### src/eik_pkg.sv
// shared widths, types and helper functions for the upwind eikonal update core
package eik_pkg;

   localparam int VAL_W           = 32;
   localparam int NUM_NEIGHBORS   = 4;
   localparam int MAG_W           = 32;
   localparam int H_W             = 31;
   localparam int OUT_W           = 31;
   localparam int BASE_W          = 33;
   localparam int SQ_W            = 62;
   localparam int RAD_W           = 64;
   localparam int ROOT_W          = RAD_W / 2;
   localparam int REM_W           = ROOT_W + 4;
   localparam int STEPS_PER_STAGE = 2;
   localparam int SQRT_STAGES     = ROOT_W / STEPS_PER_STAGE;
   localparam int IN_DATA_W       = NUM_NEIGHBORS * VAL_W;
   localparam int OUT_DATA_W      = ((OUT_W + 7) / 8) * 8;

   localparam logic [H_W-1:0]   H_RESET = H_W'(65536);
   localparam logic [OUT_W-1:0] OUT_MAX = '1;

   typedef struct packed {
      logic              use_root;
      logic [BASE_W-1:0] base;
   } side_type;

   typedef struct packed {
      logic [REM_W-1:0]  rem;
      logic [ROOT_W-1:0] root;
   } sqrt_acc_type;

   function automatic logic [MAG_W-1:0] magnitude(input logic [VAL_W-1:0] v);
      logic [VAL_W-1:0] neg;
      neg = ~v + 1'b1;
      return v[VAL_W-1] ? neg : v;
   endfunction

   // one restoring square root digit
   function automatic sqrt_acc_type sqrt_step(input sqrt_acc_type acc,
                                              input logic [1:0] pair);
      logic [REM_W-1:0] rem_sh;
      logic [REM_W-1:0] trial;
      sqrt_acc_type     r;
      rem_sh = {acc.rem[REM_W-3:0], pair};
      trial  = {2'b00, acc.root, 2'b01};
      if (rem_sh >= trial) begin
         r.rem  = rem_sh - trial;
         r.root = {acc.root[ROOT_W-2:0], 1'b1};
      end else begin
         r.rem  = rem_sh;
         r.root = {acc.root[ROOT_W-2:0], 1'b0};
      end
      return r;
   endfunction

endpackage

### src/eik_sqrt.sv
// pipelined restoring integer square root, a fixed number of digits per stage
module eik_sqrt import eik_pkg::*; (
   input  logic              clock,
   input  logic              reset,
   input  logic              advance,
   input  logic              in_valid,
   input  logic [RAD_W-1:0]  in_rad,
   input  side_type          in_side,
   output logic              out_valid,
   output logic [ROOT_W-1:0] out_root,
   output side_type          out_side
);

   logic             valid_ff [SQRT_STAGES];
   sqrt_acc_type     acc_ff   [SQRT_STAGES];
   side_type         side_ff  [SQRT_STAGES];
   logic [RAD_W-1:0] rad_ff   [SQRT_STAGES-1];

   for (genvar s = 0; s < SQRT_STAGES; s++) begin : g_stage
      logic             v_src;
      sqrt_acc_type     acc_src;
      logic [RAD_W-1:0] rad_src;
      side_type         side_src;
      sqrt_acc_type     acc_in;

      if (s == 0) begin : g_first
         assign v_src    = in_valid;
         assign acc_src  = '0;
         assign rad_src  = in_rad;
         assign side_src = in_side;
      end else begin : g_next
         assign v_src    = valid_ff[s-1];
         assign acc_src  = acc_ff[s-1];
         assign rad_src  = rad_ff[s-1];
         assign side_src = side_ff[s-1];
      end

      always_comb begin
         acc_in = acc_src;
         for (int k = 0; k < STEPS_PER_STAGE; k++) begin
            acc_in = sqrt_step(acc_in, rad_src[RAD_W-1-2*k -: 2]);
         end
      end

      always_ff @(posedge clock) begin
         if (reset) begin
            valid_ff[s] <= 1'b0;
         end else if (advance) begin
            valid_ff[s] <= v_src;
         end
      end

      always_ff @(posedge clock) begin
         if (advance) begin
            acc_ff[s]  <= acc_in;
            side_ff[s] <= side_src;
         end
      end

      if (s < SQRT_STAGES - 1) begin : g_rad
         always_ff @(posedge clock) begin
            if (advance) begin
               rad_ff[s] <= rad_src << (2 * STEPS_PER_STAGE);
            end
         end
      end
   end

   assign out_valid = valid_ff[SQRT_STAGES-1];
   assign out_root  = acc_ff[SQRT_STAGES-1].root;
   assign out_side  = side_ff[SQRT_STAGES-1];

endmodule

### config.mk
export PLATFORM = sky130hd
export DESIGN_NAME = eik_sqrt
export DESIGN_NICKNAME = d
export VERILOG_FILES = /design/src/eik_pkg.sv /design/src/eik_sqrt.sv
export SDC_FILE = /design/constraint.sdc
export NUM_CORES = 2
export LEC_CHECK = 0
export BUFFER_PORTS_ARGS = -buffer_cell sky130_fd_sc_hd__buf_2
export CELL_PAD_IN_SITES_DETAIL_PLACEMENT = 1
export CELL_PAD_IN_SITES_GLOBAL_PLACEMENT = 2
export CORE_UTILIZATION = 40
export DETAILED_ROUTE_END_ITERATION = 12
export GPL_ROUTABILITY_DRIVEN = 0
export GPL_TIMING_DRIVEN = 0
export PLACE_DENSITY = 0.82
export SYNTH_ARGS = -nofsm -noshare
export SYNTH_HDL_FRONTEND = slang
export SYNTH_SLANG_ARGS = --single-unit
### constraint.sdc
create_clock -name clock -period 6 [get_ports clock]
set_input_delay 0 -clock clock [delete_from_list [all_inputs] [get_ports clock]]
set_output_delay 0 -clock clock [all_outputs]
set_load 0.01 [all_outputs]
==> results.yml <==
yosys:
  synth_warnings: 0
  synth_area_um2: 97700
  ys.flop_type: "edfxtp_1"
  synth_edf_count: 1799
  async_flop_share: 0
  synth_cells: 8519
  synth_cell_type_count: 103
  syn_area_per_cell_um2: 11.5
  synth-seq-area-share: 0.553
  ys_ff_latch: 1799
detailed_routing:
  viasPerCell: 5.55
  drt_iter0_drc: 3916
  vias: 70500
  drcViolationCount: 0
  totalWireLength_um: 276000
  routedWlPerCell_um: 21.7
  ant_nets: 0
  first_pass_iters: 5
die:
  num_rows: 181
  ios: 169
  dieWidth_um: 496
  coreArea_um2: 243000
  initial_core_util: 0.402
  die_area_um2: 246000
  fp.dieH_um: 496
layout:
  mostFrequentLayoutCell: "edfxtp_1"
  syn_to_final_growth_pct: 20.0
  seqCellArea_um2: 54000
  final_area_um2: 117000
  postLayoutCoreUtil: 0.483
  multiInputGateArea_um2: 44100
  final.fill_count: 25500
  nNetsFinal: 10000
  final_cell_mix: "edfxtp_1, nand2_1, nor2_1"
  drive_above_1_share: 0.166
timing:
  drv_slew: 0
  post-route-period-util: 0.998
  fin_crit_ns: 5.99
  worst_slew_pin_slew_ns: 1.10
  clock-skew-final_ns: 0.0732
  slew_headroom: 0.259
  worst_slack_ns: 0.0143
  finalSetupViolations: 0
  fmax_mhz: 167
  hold_viol: 0
  whs_ns: 0.161
  rsz0062_at_grt: "yes"
placed_design:
  pre_cts_ws_ns: -3.06
  placed_area_um2: 103000
  place_hpwl_um: 202000
  port_buffers: 168
setup_path:
  critical_path_arrival_ns: 6.56
  cp-end-kind: "flop"
  path_class: "flop to flop"
  cp_max_fo: 10
  crit_required_ns: 6.58
  start_kind: "flop"
power_and_ir_drop:
  clkPwrFrac: 0.241
  seqPwrFrac: 0.352
  power_density_nw_per_um2: 423
  internal-power_mw: 31.2
  switchingPower_mw: 18.4
  combinationalPowerShare: 0.408
  p_sw_frac: 0.371
  irDropWorstVdd_mv: 0.322
  leakagePower_nw: 44.3
global_routing:
  grt_max_degree: 196
  grt_usage: 0.219
  grt_pass1_wl_um: 422000
  grt_pass1_vias: 73500
  grt-ovfl-total: 0
  antenna_found_initial: 3
clock_tree:
  clk_latency_ns: 0.88
  cts_tree: "done"
  cts_buffers: 196
  h-tree-depth: 4
  cts_root_buf: "clkbuf_16"
  clock-sinks: 1799
  cts.clk_slew.worst_paths_ns: 0.06
  clockBufferDepth: 3
worst_hold_path:
  min_path_type: "primary input to flop"
outcome:
  status: "complete, no violations"
flow_run:
  cap_viol_max_count: 0
-- cells by family after synthesis --
family / after synthesis / synth area share
AND/OR/NAND/NOR: 2570 / 0.133
XOR/XNOR: 767 / 0.0687
other: 1 / 0.0000384
adder cells (fa/ha/maj): 558 / 0.0714
buffers and inverters: 693 / 0.0285
flip-flops: 1799 / 0.553
multiplexers: 124 / 0.0139
AO/OA/AOI/OAI: 2007 / 0.132
-- metrics by stage --
stage / total power, mW / cells / TNS [ns]
global route: 52.3 / 12700 / -2.23
CTS: 48.7 / 12600 / 0
finish: 49.6 / 12700 / 0
detailed placement: 35.3 / 11900 / -641.46
floorplan: 29.9 / 8521 / -0.0766
global placement: 35.4 / 11900 / -
-- critical path: stages (launching register included) --
cell       delay (ns)
edfxtp_1         0.50
inv_2            0.10
ha_4             0.31
nand4_1          0.16
or4_4            0.48
o41a_1           0.51
nand2_4          0.17
clkinv_8         0.09
clkbuf_16        0.18
o21ai_4          0.21
ha_4             0.25
a21o_1           0.17
a21o_1           0.18
a21o_1           0.20
a221oi_2         0.24
o21ai_1          0.12
or3_1            0.37
o21ba_4          0.23
a31oi_4          0.18
nand3_2          0.12
nor4_4           0.21
buf_6            0.18
inv_2            0.05
buf_8            0.15
mux2_1           0.32
-- cell usage after synthesis (76+ instances only) --
master / count / area share
a21o_1: 249 / 0.019
a21oi_1: 567 / 0.029
and2_1: 76 / 0.0049
and3_1: 82 / 0.0052
clkbuf_1: 150 / 0.0058
edfxtp_1: 1799 / 0.55
ha_1: 558 / 0.071
inv_1: 446 / 0.017
nand2_1: 712 / 0.027
nand2b_1: 90 / 0.0058
nand3_1: 164 / 0.0084
nand4_1: 128 / 0.0082
nor2_1: 588 / 0.023
nor3_1: 170 / 0.0087
nor4_1: 87 / 0.0056
o21a_1: 84 / 0.0065
o21ai_0: 414 / 0.021
or3_1: 87 / 0.0056
xnor2_1: 460 / 0.041
xor2_1: 307 / 0.028
-- per-layer routing --
metal	track usage	vias to the layer above	routed length, um
met4	0.0737	0	8780
met2	0.388	1222	139000
met3	0.0243	430	8860
met5	0	-	0
met1	0.276	35300	119000
li1	-	33600	-
-- power groups by stage --
stage          Combinational (mW)  Clock [mW]  Sequential [mW]
2_1_floorplan                12.9           0             17.0
3_3_place_gp                 17.2           0             18.2
3_5_place_dp                 17.7           0             17.6
4_1_cts                      19.1        12.2             17.4
5_1_grt                      22.0        12.7             17.6
6_report                     20.2        11.9             17.4
-- registers in the layout, summed over array words and instances, names as in the netlist --
| name | flops |
|---|---|
| side_ff | 544 |
| valid_ff | 16 |
| acc_ff | 759 |
| rad_ff | 480 |
-- timing repair --
action	CTS	global route
buffers inserted	158	136
endpoints found under the setup margin	427	417
pin swaps	95	130
hold buffers	203	0
endpoints found under the hold margin	326	0
resized for setup	602	374
gates cloned	0	1
-- final cells by class --
cell class / count / share of cell area
clock inverter: 137 / 0.0121
buffer: 182 / 0.0125
multi-input combinational: 6029 / 0.376
sequential: 1799 / 0.461
tap: 3202 / 0.0342
clock buffer: 221 / 0.0426
timing repair buffer: 677 / 0.0466
inverter: 459 / 0.0151
antenna: 1 / 0.0000213
-- path summary, 6_finish.rpt --
check                                  end  slack [ns]                      from  cells after the start
setup reg to reg  acc_ff[1][394]$_DFFE_PP_        0.01  acc_ff[1][291]$_DFFE_PP_                     24
hold / removal     acc_ff[0][32]$_DFFE_PP_        0.16                in_rad[60]                      4
hold reg to reg   side_ff[1][33]$_DFFE_PP_        0.37  side_ff[0][33]$_DFFE_PP_                      0
setup / recovery  acc_ff[1][394]$_DFFE_PP_        0.01  acc_ff[1][291]$_DFFE_PP_                     24
Note: power is estimated with default switching activity, not from simulation.
