[src/eik_pkg.sv]
// shared widths, types and helper functions for the upwind eikonal update core
package eik_pkg;

   localparam int VAL_W           = 32;
   localparam int NUM_NEIGHBORS   = 4;
   localparam int MAG_W           = 32;
   localparam int H_W             = 31;
   localparam int OUT_W           = 31;
   localparam int BASE_W          = 33;
   localparam int SQ_W            = 62;
   localparam int RAD_W           = 64;
   localparam int ROOT_W          = RAD_W / 2;
   localparam int REM_W           = ROOT_W + 4;
   localparam int STEPS_PER_STAGE = 2;
   localparam int SQRT_STAGES     = ROOT_W / STEPS_PER_STAGE;
   localparam int IN_DATA_W       = NUM_NEIGHBORS * VAL_W;
   localparam int OUT_DATA_W      = ((OUT_W + 7) / 8) * 8;

   localparam logic [H_W-1:0]   H_RESET = H_W'(65536);
   localparam logic [OUT_W-1:0] OUT_MAX = '1;

   typedef struct packed {
      logic              use_root;
      logic [BASE_W-1:0] base;
   } side_type;

   typedef struct packed {
      logic [REM_W-1:0]  rem;
      logic [ROOT_W-1:0] root;
   } sqrt_acc_type;

   function automatic logic [MAG_W-1:0] magnitude(input logic [VAL_W-1:0] v);
      logic [VAL_W-1:0] neg;
      neg = ~v + 1'b1;
      return v[VAL_W-1] ? neg : v;
   endfunction

   // one restoring square root digit
   function automatic sqrt_acc_type sqrt_step(input sqrt_acc_type acc,
                                              input logic [1:0] pair);
      logic [REM_W-1:0] rem_sh;
      logic [REM_W-1:0] trial;
      sqrt_acc_type     r;
      rem_sh = {acc.rem[REM_W-3:0], pair};
      trial  = {2'b00, acc.root, 2'b01};
      if (rem_sh >= trial) begin
         r.rem  = rem_sh - trial;
         r.root = {acc.root[ROOT_W-2:0], 1'b1};
      end else begin
         r.rem  = rem_sh;
         r.root = {acc.root[ROOT_W-2:0], 1'b0};
      end
      return r;
   endfunction

endpackage

[src/eik_radicand.sv]
// branch decision, squares and radicand stages
module eik_radicand import eik_pkg::*; (
   input  logic             clock,
   input  logic             reset,
   input  logic             advance,
   input  logic             in_valid,
   input  logic [MAG_W-1:0] in_d0,
   input  logic [MAG_W-1:0] in_d1,
   input  logic [H_W-1:0]   spacing,
   output logic             out_valid,
   output logic [RAD_W-1:0] out_rad,
   output side_type         out_side
);

   logic [BASE_W-1:0] sum_dh;
   logic [BASE_W-1:0] sum_dd;
   logic              direct_in;
   logic [MAG_W-1:0]  diff;
   logic [H_W-1:0]    diff_lo;

   logic              sq_valid_ff;
   side_type          sq_side_ff;
   logic [SQ_W-1:0]   h_sq_ff;
   logic [SQ_W-1:0]   diff_sq_ff;

   logic              rad_valid_ff;
   side_type          rad_side_ff;
   logic [RAD_W-1:0]  rad_ff;
   logic [SQ_W:0]     rad_in;

   assign sum_dh    = {1'b0, in_d0} + BASE_W'(spacing);
   assign sum_dd    = {1'b0, in_d0} + {1'b0, in_d1};
   assign direct_in = (sum_dh <= {1'b0, in_d1});
   assign diff      = in_d1 - in_d0;
   // below the spacing whenever the root is used
   assign diff_lo   = diff[H_W-1:0];

   always_ff @(posedge clock) begin
      if (reset) begin
         sq_valid_ff  <= 1'b0;
         rad_valid_ff <= 1'b0;
      end else if (advance) begin
         sq_valid_ff  <= in_valid;
         rad_valid_ff <= sq_valid_ff;
      end
   end

   always_ff @(posedge clock) begin
      if (advance) begin
         sq_side_ff.use_root <= ~direct_in;
         sq_side_ff.base     <= direct_in ? sum_dh : sum_dd;
         h_sq_ff             <= SQ_W'(spacing) * SQ_W'(spacing);
         diff_sq_ff          <= SQ_W'(diff_lo) * SQ_W'(diff_lo);
      end
   end

   assign rad_in = {h_sq_ff, 1'b0} - {1'b0, diff_sq_ff};

   always_ff @(posedge clock) begin
      if (advance) begin
         rad_side_ff <= sq_side_ff;
         rad_ff      <= sq_side_ff.use_root ? RAD_W'(rad_in) : '0;
      end
   end

   assign out_valid = rad_valid_ff;
   assign out_rad   = rad_ff;
   assign out_side  = rad_side_ff;

endmodule

[config.mk]
export PLATFORM = sky130hd
export DESIGN_NAME = eik_radicand
export DESIGN_NICKNAME = d
export VERILOG_FILES = /design/src/eik_pkg.sv /design/src/eik_radicand.sv
export SDC_FILE = /design/constraint.sdc
export NUM_CORES = 2
export LEC_CHECK = 0
export BUFFER_PORTS_ARGS = -buffer_cell sky130_fd_sc_hd__buf_2
export CAP_MARGIN = 20
export CORE_MARGIN = 5
export CORE_UTILIZATION = 40
export CTS_BUF_LIST = sky130_fd_sc_hd__clkbuf_4 sky130_fd_sc_hd__clkbuf_8
export CTS_CLUSTER_DIAMETER = 150
export DETAILED_ROUTE_END_ITERATION = 10
export GPL_TIMING_DRIVEN = 0
export HOLD_SLACK_MARGIN = 0.06
export SLEW_MARGIN = 0
export SYNTH_ARGS = -nofsm -noshare
export SYNTH_HDL_FRONTEND = slang
export SYNTH_SLANG_ARGS = --single-unit
[constraint.sdc]
create_clock -name clock -period 10.55 [get_ports clock]
set_input_delay 1.5825 -clock clock [delete_from_list [all_inputs] [get_ports clock]]
set_output_delay 1.5825 -clock clock [all_outputs]
set_load 0.01 [all_outputs]
==> results.py <==
metrics = {
    "status": {
        "status": "complete, but fails checks",
        "violations": "negative setup slack",
    },
    "cells_and_area": {
        "drive_gt1_frac": 0.09689,
        "postLayoutCoreUtil": 0.4490,
        "nets": 10240,
        "area_delta_synth_final_pct": 11.39,
        "final_cells": 10350,
    },
    "yosys": {
        "avgSynthCellArea_um2": 9.392,
        "yosys.area_share.simple": 0.1040,
        "synth_compound_area_frac": 0.08308,
        "netlist_instances": 7575,
        "ys_warn_count": 0,
        "synth_fa_ha_area_frac": 0.5459,
        "synth_top_family_by_area": "adder cells",
        "synth_seq_area_share": 0.1074,
        "muxShareOfSynthArea": 0.002744,
        "syn_area_um2": 71140,
        "synthXorXnorAreaFrac": 0.03542,
        "synth_ff_type": "edfxtp_1",
        "async_flop_share": 0,
        "synth_edf_count": 253,
        "synth_cell_type_count": 101,
        "synth_seq_cells": 255,
    },
    "floorplan": {
        "core_area_um2": 176500,
        "ios": 198,
        "die_h_um": 431.7,
        "start_util": 0.4031,
        "fp.dieArea_um2": 186400,
        "placementRows": 154,
        "die_x_um": 431.7,
    },
    "clocking": {
        "cts_made_buffers": 52,
        "insertion_delay_ns": 0.76,
        "ctsRootBufferMaster": "clkbuf_8",
        "clk_pin_slew_worst_paths_ns": 0.06,
        "htree_levels": 2,
        "clock-sinks": 255,
        "tritoncts": "built",
        "clk_path_buf_depth": 3,
    },
    "setup_path": {
        "path_common_cell": "fa_1",
        "critical_path.slowest_cell": "fa_2",
        "start_kind": "input pin",
        "critical_path_required_ns": 11.04,
        "worstSetupEndpointType": "flip-flop",
        "worstPathMaxFanout": 10,
        "arrival_ns": 11.44,
        "critPathKind": "input pin to flip-flop",
        "rrSetupSlack_ns": 6.04,
        "cpPeakStageDelay_ns": 0.61,
    },
    "routing": {
        "vias": 54530,
        "drc": 0,
        "routedWlPerCell_um": 24.04,
        "ant_nets": 0,
        "drt_first_iter_violations": 4300,
        "vias_per_cell": 5.268,
        "wl_mm": 248.8,
        "dr.pass1.iters": 6,
    },
    "sta": {
        "relSlewSlack": 0.1826,
        "finalCriticalPeriod_ns": 10.95,
        "finClkSkew_ns": 0.04462,
        "tightest_slew_ns": 1.226,
        "rsz0062_at_grt": "yes",
        "holdWs_ns": 0.4160,
        "hold_viol": 0,
        "setup_viol": 10,
        "timing.setup.tns_ns": -1.536,
        "finalMaxSlewViolations": 0,
        "period_share": 1.037,
        "clock.fmax_mhz": 91.36,
        "final.setup.worst_slack_ns": -0.3956,
    },
    "global_route": {
        "grt_pass1_wl_mm": 369.9,
        "grt.busiest_layer": "met2",
        "antenna_found_initial": 44,
        "grt_max_degree": 108,
        "grt_pass1_vias": 58390,
        "track_usage": 0.2688,
        "gr-total-overflow": 0,
        "grtUsageMet1": 0.3423,
        "grt_use_met3": 0.05764,
        "met2_usage": 0.4158,
    },
    "worst_hold_path": {
        "hold_class": "flip-flop to flip-flop",
    },
    "placement": {
        "dpl.cell_count": 10130,
        "port_buffers": 196,
        "gp_congestion": 1.037,
        "dp_hpwl_mm": 206.9,
    },
    "flow_run": {
        "cap_violations": 0,
    },
}
[per-stage QoR]
stage	area, µm²	worst slack [ns]
finish	79240	-0.3956
global route	79190	-0.5222
CTS	78350	-0.03969
detailed placement	75370	-3.542
global placement	75150	-4.242
floorplan	71240	0.007174
[worst max-delay path: cells and delay by family]
kind | cells | cell delay (ns)
adders and majority gates | 10 | 4.75
xor gates and xnor gates | 2 | 0.69
buffers and inverters | 13 | 1.95
AOI/OAI and AO/OA | 11 | 1.80
and+or+nand+nor | 3 | 0.63
[timing repair]
| item | CTS | global route |
|---|---|---|
| gates cloned | 0 | 1 |
| endpoints found under the setup margin | 47 | 36 |
| resized for setup | 336 | 147 |
| buffers inserted | 62 | 38 |
| hold buffers | 0 | 0 |
| pin swaps | 77 | 70 |
| endpoints found under the hold margin | 0 | 0 |
[routing by layer]
layer / routed length, µm / part of all wire
met1: 96240 / 0.39
met2: 110200 / 0.44
met3: 22120 / 0.089
met4: 20250 / 0.081
met5: 23 / 0.000092
[kinds of logic after synthesis]
| group | count (synthesis) |
|---|---|
| AOI/OAI and AO/OA | 877 |
| other | 1 |
| DFF | 255 |
| xor gates and xnor gates | 286 |
| and+or+nand+nor | 1649 |
| muxes | 18 |
| adders and majority gates | 2205 |
| buffers and inverters | 2284 |
[sequential cells by signal, summed over array words and instances, names as in the netlist]
| register | flops |
|---|---|
| diff_sq_ff | 61 |
| h_sq_ff | 61 |
| out_rad | 63 |
| out_side | 34 |
| out_valid | 1 |
| sq_side_ff | 34 |
| sq_valid_ff | 1 |
[cell type report]
cell class              count  area, µm²
fillers                 17220      97260
multi-input cells        5038      56150
inverters                2042       7731
flip-flops and latches    255       7637
well taps                2340       2928
repair buffers            314       2193
plain buffers             229       1458
clock buffers              62      790.8
clock inverters            28      241.5
diodes                     44      110.1
[cells in the final DEF (no fill, tap or decap), drive strengths merged, types with 48 or more instances in the layout]
| cell | instances |
|---|---|
| a21o | 146 |
| a21oi | 307 |
| and2 | 221 |
| buf | 355 |
| clkbuf | 249 |
| edfxtp | 253 |
| fa | 1498 |
| ha | 707 |
| inv | 2030 |
| nand2 | 642 |
| nor2 | 508 |
| nor3 | 48 |
| o21ai | 144 |
| o21bai | 58 |
| xnor2 | 205 |
| xor2 | 81 |
[cells in the mapped netlist, types with 12 or more instances]
library cell,instances,area (µm²)
nor3_1,47,235.2
a21o_1,145,1089
o21a_1,23,172.7
o31ai_1,18,135.1
fa_1,1498,29990
clkbuf_1,201,754.5
o21ai_0,128,640.6
xnor2_1,204,1787
nand2b_1,29,181.4
inv_1,2024,7597
and2_1,221,1383
xor2_1,80,700.7
a211oi_1,23,172.7
and3_1,33,206.5
edfxtp_1,253,7597
o21bai_1,57,427.9
nor2b_1,35,219.0
a31oi_1,22,137.6
nor2_1,507,1903
a21oi_1,299,1496
nand2_1,642,2410
o211ai_1,14,105.1
nand4_1,43,269.0
buf_2,31,155.2
nand3_1,40,200.2
o21ai_1,14,70.07
ha_1,707,8846
mux2_2,12,135.1
[path summary, 6_finish.rpt]
kind | depth (start not counted) | start | endpoint
worst max register to register | 12 | h_sq_ff[4]$_DFFE_PP_ | out_rad[47]$_SDFFCE_PN0P_
worst min-delay path | 0 | sq_side_ff[2]$_DFFE_PP_ | out_side[2]$_DFFE_PP_
worst min register to register | 0 | sq_side_ff[2]$_DFFE_PP_ | out_side[2]$_DFFE_PP_
worst max-delay path | 39 | in_d0[3] | diff_sq_ff[60]$_DFFE_PP_
Power is left out: the tool's default activity adds up to more than one toggle a clock period on the data nets, which glitch-free logic cannot reach.
