### config.mk
export PLATFORM = sky130hd
export DESIGN_NAME = eik_sort
export DESIGN_NICKNAME = d
export VERILOG_FILES = /design/src/eik_pkg.sv /design/src/eik_sort.sv
export SDC_FILE = /design/constraint.sdc
export NUM_CORES = 1
export LEC_CHECK = 0
export BUFFER_PORTS_ARGS = -buffer_cell sky130_fd_sc_hd__buf_2
export CORE_ASPECT_RATIO = 0.7
export CORE_MARGIN = 3
export CORE_UTILIZATION = 58
export DETAILED_ROUTE_END_ITERATION = 12
export PLACE_DENSITY = 0.82
export SETUP_SLACK_MARGIN = 0.15
export SYNTH_ARGS = -nofsm -noshare
export SYNTH_HDL_FRONTEND = slang
export SYNTH_SLANG_ARGS = --single-unit
export TNS_END_PERCENT = 50
### constraint.sdc
create_clock -name clock -period 6.3 [get_ports clock]
set_clock_uncertainty 0.05 [all_clocks]
set_input_delay 0.945 -clock clock [delete_from_list [all_inputs] [get_ports clock]]
set_output_delay 0.945 -clock clock [all_outputs]
set_load 0.01 [all_outputs]
### src/eik_pkg.sv
// shared widths, types and helper functions for the upwind eikonal update core
package eik_pkg;

   localparam int VAL_W           = 32;
   localparam int NUM_NEIGHBORS   = 4;
   localparam int MAG_W           = 32;
   localparam int H_W             = 31;
   localparam int OUT_W           = 31;
   localparam int BASE_W          = 33;
   localparam int SQ_W            = 62;
   localparam int RAD_W           = 64;
   localparam int ROOT_W          = RAD_W / 2;
   localparam int REM_W           = ROOT_W + 4;
   localparam int STEPS_PER_STAGE = 2;
   localparam int SQRT_STAGES     = ROOT_W / STEPS_PER_STAGE;
   localparam int IN_DATA_W       = NUM_NEIGHBORS * VAL_W;
   localparam int OUT_DATA_W      = ((OUT_W + 7) / 8) * 8;

   localparam logic [H_W-1:0]   H_RESET = H_W'(65536);
   localparam logic [OUT_W-1:0] OUT_MAX = '1;

   typedef struct packed {
      logic              use_root;
      logic [BASE_W-1:0] base;
   } side_type;

   typedef struct packed {
      logic [REM_W-1:0]  rem;
      logic [ROOT_W-1:0] root;
   } sqrt_acc_type;

   function automatic logic [MAG_W-1:0] magnitude(input logic [VAL_W-1:0] v);
      logic [VAL_W-1:0] neg;
      neg = ~v + 1'b1;
      return v[VAL_W-1] ? neg : v;
   endfunction

   // one restoring square root digit
   function automatic sqrt_acc_type sqrt_step(input sqrt_acc_type acc,
                                              input logic [1:0] pair);
      logic [REM_W-1:0] rem_sh;
      logic [REM_W-1:0] trial;
      sqrt_acc_type     r;
      rem_sh = {acc.rem[REM_W-3:0], pair};
      trial  = {2'b00, acc.root, 2'b01};
      if (rem_sh >= trial) begin
         r.rem  = rem_sh - trial;
         r.root = {acc.root[ROOT_W-2:0], 1'b1};
      end else begin
         r.rem  = rem_sh;
         r.root = {acc.root[ROOT_W-2:0], 1'b0};
      end
      return r;
   endfunction

endpackage

### src/eik_sort.sv
// magnitude and two-way sort stages of the neighbor distances
module eik_sort import eik_pkg::*; (
   input  logic                 clock,
   input  logic                 reset,
   input  logic                 advance,
   input  logic                 in_valid,
   input  logic [IN_DATA_W-1:0] in_data,
   output logic                 out_valid,
   output logic [MAG_W-1:0]     out_d0,
   output logic [MAG_W-1:0]     out_d1
);

   logic             mag_valid_ff;
   logic [MAG_W-1:0] mag_ff [NUM_NEIGHBORS];
   logic             sort_valid_ff;
   logic [MAG_W-1:0] d0_ff;
   logic [MAG_W-1:0] d1_ff;
   logic [MAG_W-1:0] a_in;
   logic [MAG_W-1:0] b_in;

   always_ff @(posedge clock) begin
      if (reset) begin
         mag_valid_ff  <= 1'b0;
         sort_valid_ff <= 1'b0;
      end else if (advance) begin
         mag_valid_ff  <= in_valid;
         sort_valid_ff <= mag_valid_ff;
      end
   end

   for (genvar i = 0; i < NUM_NEIGHBORS; i++) begin : g_mag
      always_ff @(posedge clock) begin
         if (advance) begin
            mag_ff[i] <= magnitude(in_data[i*VAL_W +: VAL_W]);
         end
      end
   end

   // left/right then down/up
   assign a_in = (mag_ff[0] < mag_ff[1]) ? mag_ff[0] : mag_ff[1];
   assign b_in = (mag_ff[2] < mag_ff[3]) ? mag_ff[2] : mag_ff[3];

   always_ff @(posedge clock) begin
      if (advance) begin
         d0_ff <= (a_in < b_in) ? a_in : b_in;
         d1_ff <= (a_in < b_in) ? b_in : a_in;
      end
   end

   assign out_valid = sort_valid_ff;
   assign out_d0    = d0_ff;
   assign out_d1    = d1_ff;

endmodule

==> impl_metrics.csv <==
group,metric,value,unit
global_route,grt_pass1_vias,10000,
synthesis,yosysWarnings,0,
final_layout,layout.cells.non_filler,1695,
final_layout,seq_area,0.00581,sq mm
synthesis,muxShareOfSynthArea,0.156,%
drt,drtAntennaViolNets,0,
drt,wl_per_cell,19.7,um
power,powerDensity,330,mW/mm^2
critical_path,cpMostUsedCell,"o21ai_0",
cts,clk_latency,0.45,ns
hold_path,hp-start,"out_valid",
sta,relSlewSlack,35.1,%
critical_path,cpPeakStageDelay,0.99,ns
critical_path,crit_chain,"ha_1 -> nand4_1 -> nor4_1 -> o311a_1 -> buf_4 -> o21ai_0 -> o21ai_0 -> ha_1 -> a211oi_1 -> o21bai_1 -> a211oi_1 -> o21ai_0 -> or4b_2 -> buf_4 -> o2111ai_1 -> a21oi_1 -> a31oi_1",
critical_path,r2r_cells,17,
global_route,grt_max_degree,74,
cts,postCtsHoldBufs,0,
cts,cts_tree,"built",
synthesis,synth.avg_cell_area,10.3,sq um
hold_path,min_path_type,"reg2reg",
global_route,grt_pass1_wl,51800,um
final_layout,multi_input_area,0.00639,sq mm
die,fp.dieW,184,um
die,num_io_pins,197,
global_route,track_usage,27.3,%
sta,hold_ws,0.454,ns
die,dieArea,0.0240,sq mm
critical_path,worst-path-max-fanout,33,
sta,rsz0062_at_grt,"false",
synthesis,synth-main-ff-cell,"edfxtp_1",
critical_path,worstSetupStartpointType,"flip-flop",
sta,finalSetupTns,0,ns
final_layout,antenna_cells,0,
hold_path,hold_end,"out_valid",
drt,route.final.wire_length,33400,um
drt,firstDrtPassIters,5,
synthesis,synth_top_area_share,44.9,%
sta,final_hold_viol_count,0,
critical_path,worstSetupEndpointType,"flip-flop",
sta,drv_slew,0,
synthesis,syn_inst,1245,
run,maxCapViolCount,0,
synthesis,synth_top_area_cell,"edfxtp_1",
critical_path,crit_arrival,5.89,ns
hold_path,hold_depth,2,
sta,setup_viol,0,
synthesis,ys_types,64,
synthesis,ys_async_sr_fraction,0,%
synthesis,synth_top_family_by_area,"compound AO/OA/AOI/OAI gates",
cts,ctsHtreeMaxLevel,4,
drt,initialDrtViolationCount,1075,
final_layout,fillers,1619,
cts,clk_path_buf_depth,2,
final_layout,drive_gt1_share,19.9,%
status,status,"finished clean",
synthesis,synth_edf_count,192,
critical_path,r2r-start,"mag_ff[0][30]",
power,ir_worst_vdd,0.264,mV
placement,gp_congestion,0.921,
synthesis,synthSimpleGateAreaFrac,10.1,%
die,num_rows,44,
die,core_area,0.0213,sq mm
critical_path,r2r_end,"out_d1[26]",
critical_path,critical_path_class,"reg2reg",
sta,fmax,0.176,GHz
critical_path,cpMaxStageDelayCell,"or4b_2",
die,fp.dieH,130,um
placement,dpl.hpwl,25100,um
global_route,antenna_found_initial,0,
placement,dp.cells,1663,
synthesis,yosysSeqAreaShare,45.2,%
synthesis,mappedNetlistArea,0.0128,sq mm
sta,finalCritPeriodShare,90.0,%
synthesis,synth-compound-area-share,21.9,%
critical_path,worst_ep_required_time,6.52,ns
placement,io_buffers,196,
synthesis,synthAdderAreaFrac,9.46,%
global_route,grt_remaining_overflow,0,
cts,cts-root-buf,"clkbuf_16",
sta,tightest_slew,0.974,ns
cts,cts_made_buffers,17,
power,p_leak,5.73,nW
final_layout,final_nets,1635,
synthesis,ys_ff_latch,194,
final_layout,syn_to_final_growth,14.1,%
cts,clkTransAtPathRegs,0.07,ns
sta,min_period,5.67,ns
critical_path,rrSetupSlack,0.63,ns
cts,cts_sinks,194,
synthesis,synth_area_leaders,"edfxtp_1 (45%), ha_1 (9.5%), xnor2_1 (7.8%)",
synthesis,synth_nets,1474,
die,initial_core_util,60.4,%
drt,via_per_inst,6.35,
drt,vias,10800,
synthesis,synth_xor_area_share,7.92,%
drt,route.detailed.drc,0,
sequential cells by signal, summed over array words and instances (netlist names):
name,flops
out_d1,32
mag_valid_ff,1
out_d0,32
mag_ff,128
out_valid,1
cells in the final DEF (no fill, tap or decap), types with 3 or more instances in the layout:
| cell type | instances |
|---|---|
| edfxtp_1 | 192 |
| a21oi_1 | 89 |
| a41oi_1 | 32 |
| o21ai_0 | 115 |
| buf_2 | 195 |
| clkinv_2 | 3 |
| a31oi_1 | 33 |
| nor2_1 | 51 |
| o41ai_1 | 14 |
| or3_1 | 17 |
| nor3_1 | 8 |
| xnor2_1 | 114 |
| nand3b_1 | 3 |
| or2_2 | 6 |
| nor4b_1 | 4 |
| nor4_1 | 6 |
| clkbuf_16 | 17 |
| o21ai_1 | 5 |
| o31ai_1 | 26 |
| or4_1 | 18 |
| a2111oi_0 | 3 |
| nand3_1 | 8 |
| buf_4 | 14 |
| or3_4 | 4 |
| o211ai_1 | 3 |
| nand2_1 | 65 |
| nand2b_1 | 7 |
| nand4_1 | 17 |
| o41ai_2 | 5 |
| a21o_1 | 7 |
| a211oi_1 | 39 |
| inv_6 | 7 |
| inv_1 | 106 |
| ha_1 | 97 |
| o2111ai_1 | 31 |
how the worst max path moves through the flow:
stage | start | slack, ns | to
global route | mag_ff[2][27] | 0.28 | out_d1[30]
floorplan | mag_ff[0][10] | 1.42 | out_d1[5]
detailed placement | mag_ff[3][27] | 0.55 | out_d1[26]
global placement | mag_ff[2][27] | 0.77 | out_d1[7]
CTS | mag_ff[2][27] | 0.51 | out_d1[26]
finish | mag_ff[0][30] | 0.63 | out_d1[26]
synthesized netlist by cell type, types with 3 or more instances:
cell,instances
a2111oi_0,3
a211oi_1,39
a21o_1,7
a21oi_1,89
a31oi_1,33
a41oi_1,32
buf_1,5
buf_2,9
clkbuf_1,56
edfxtp_1,192
ha_1,97
inv_1,106
nand2_1,65
nand2b_1,7
nand3_1,8
nand3b_1,3
nand4_1,17
nor2_1,53
nor3_1,9
nor4_1,6
nor4b_1,4
o2111ai_1,31
o211ai_1,3
o21ai_0,115
o21ai_1,6
o31ai_1,26
o41ai_1,14
o41ai_2,5
or2_2,6
or3_1,17
or3_4,4
or4_1,18
xnor2_1,114
critical path, delay by kind of cell (launching register included):
kind | cells | cell delay (ns)
AND/OR/NAND/NOR | 3 | 1.80
flip-flops | 1 | 0.41
adder cells (fa/ha/maj) | 2 | 0.65
buffers and inverters | 2 | 0.63
AO/OA/AOI/OAI | 10 | 1.94
per-stage QoR:
stage / area [sq um] / worst slack [ns] / utilization (%) / power [mW]
after detailed placement: 14100 / 0.554 / 66.2 / 3.69
after CTS: 14600 / 0.512 / 68.8 / 4.79
after global routing: 14600 / 0.276 / 68.9 / 5.07
after floorplan: 12800 / 1.42 / - / 3.05
final: 14600 / 0.628 / 68.9 / 4.82
after global placement: 14100 / 0.774 / 66.2 / 3.64
cell families after synthesis:
group                      count (synthesis)
buffers and inverters                    176
xor gates and xnor gates                 116
DFF                                      194
AOI/OAI and AO/OA                        424
and+or+nand+nor                          236
adders and majority gates                 97
muxes                                      2
final cells by class:
class,instances,area share (%)
clock inverter,15,0.991
timing repair buffer,212,7.73
sequential,194,39.7
tap,276,2.36
inverter,106,2.72
multi-input combinational,875,43.6
clock buffer,17,2.91
layer usage:
metal	vias to the layer above	wire length [um]	GRT usage, %
met5	-	0	0
li1	5107	-	-
met2	455	15700	44.7
met4	0	516	7.11
met3	40	2530	5.59
met1	5153	14600	37.9
report_power, final:
part / switching (mW) / leakage, nW / total [mW] / internal (mW)
Sequential: 0.139 / 1.89 / 1.92 / 1.78
Combinational: 1.14 / 3.55 / 1.81 / 0.674
Clock: 0.532 / 0.283 / 1.09 / 0.558
timing repair:
| action | CTS | global route |
|---|---|---|
| hold endpoints to repair | 0 | 0 |
| buffers inserted | 0 | 0 |
| resized for setup | 0 | 2 |
| setup endpoints to repair | 0 | 54 |
Note: power is estimated with default switching activity, not from simulation.
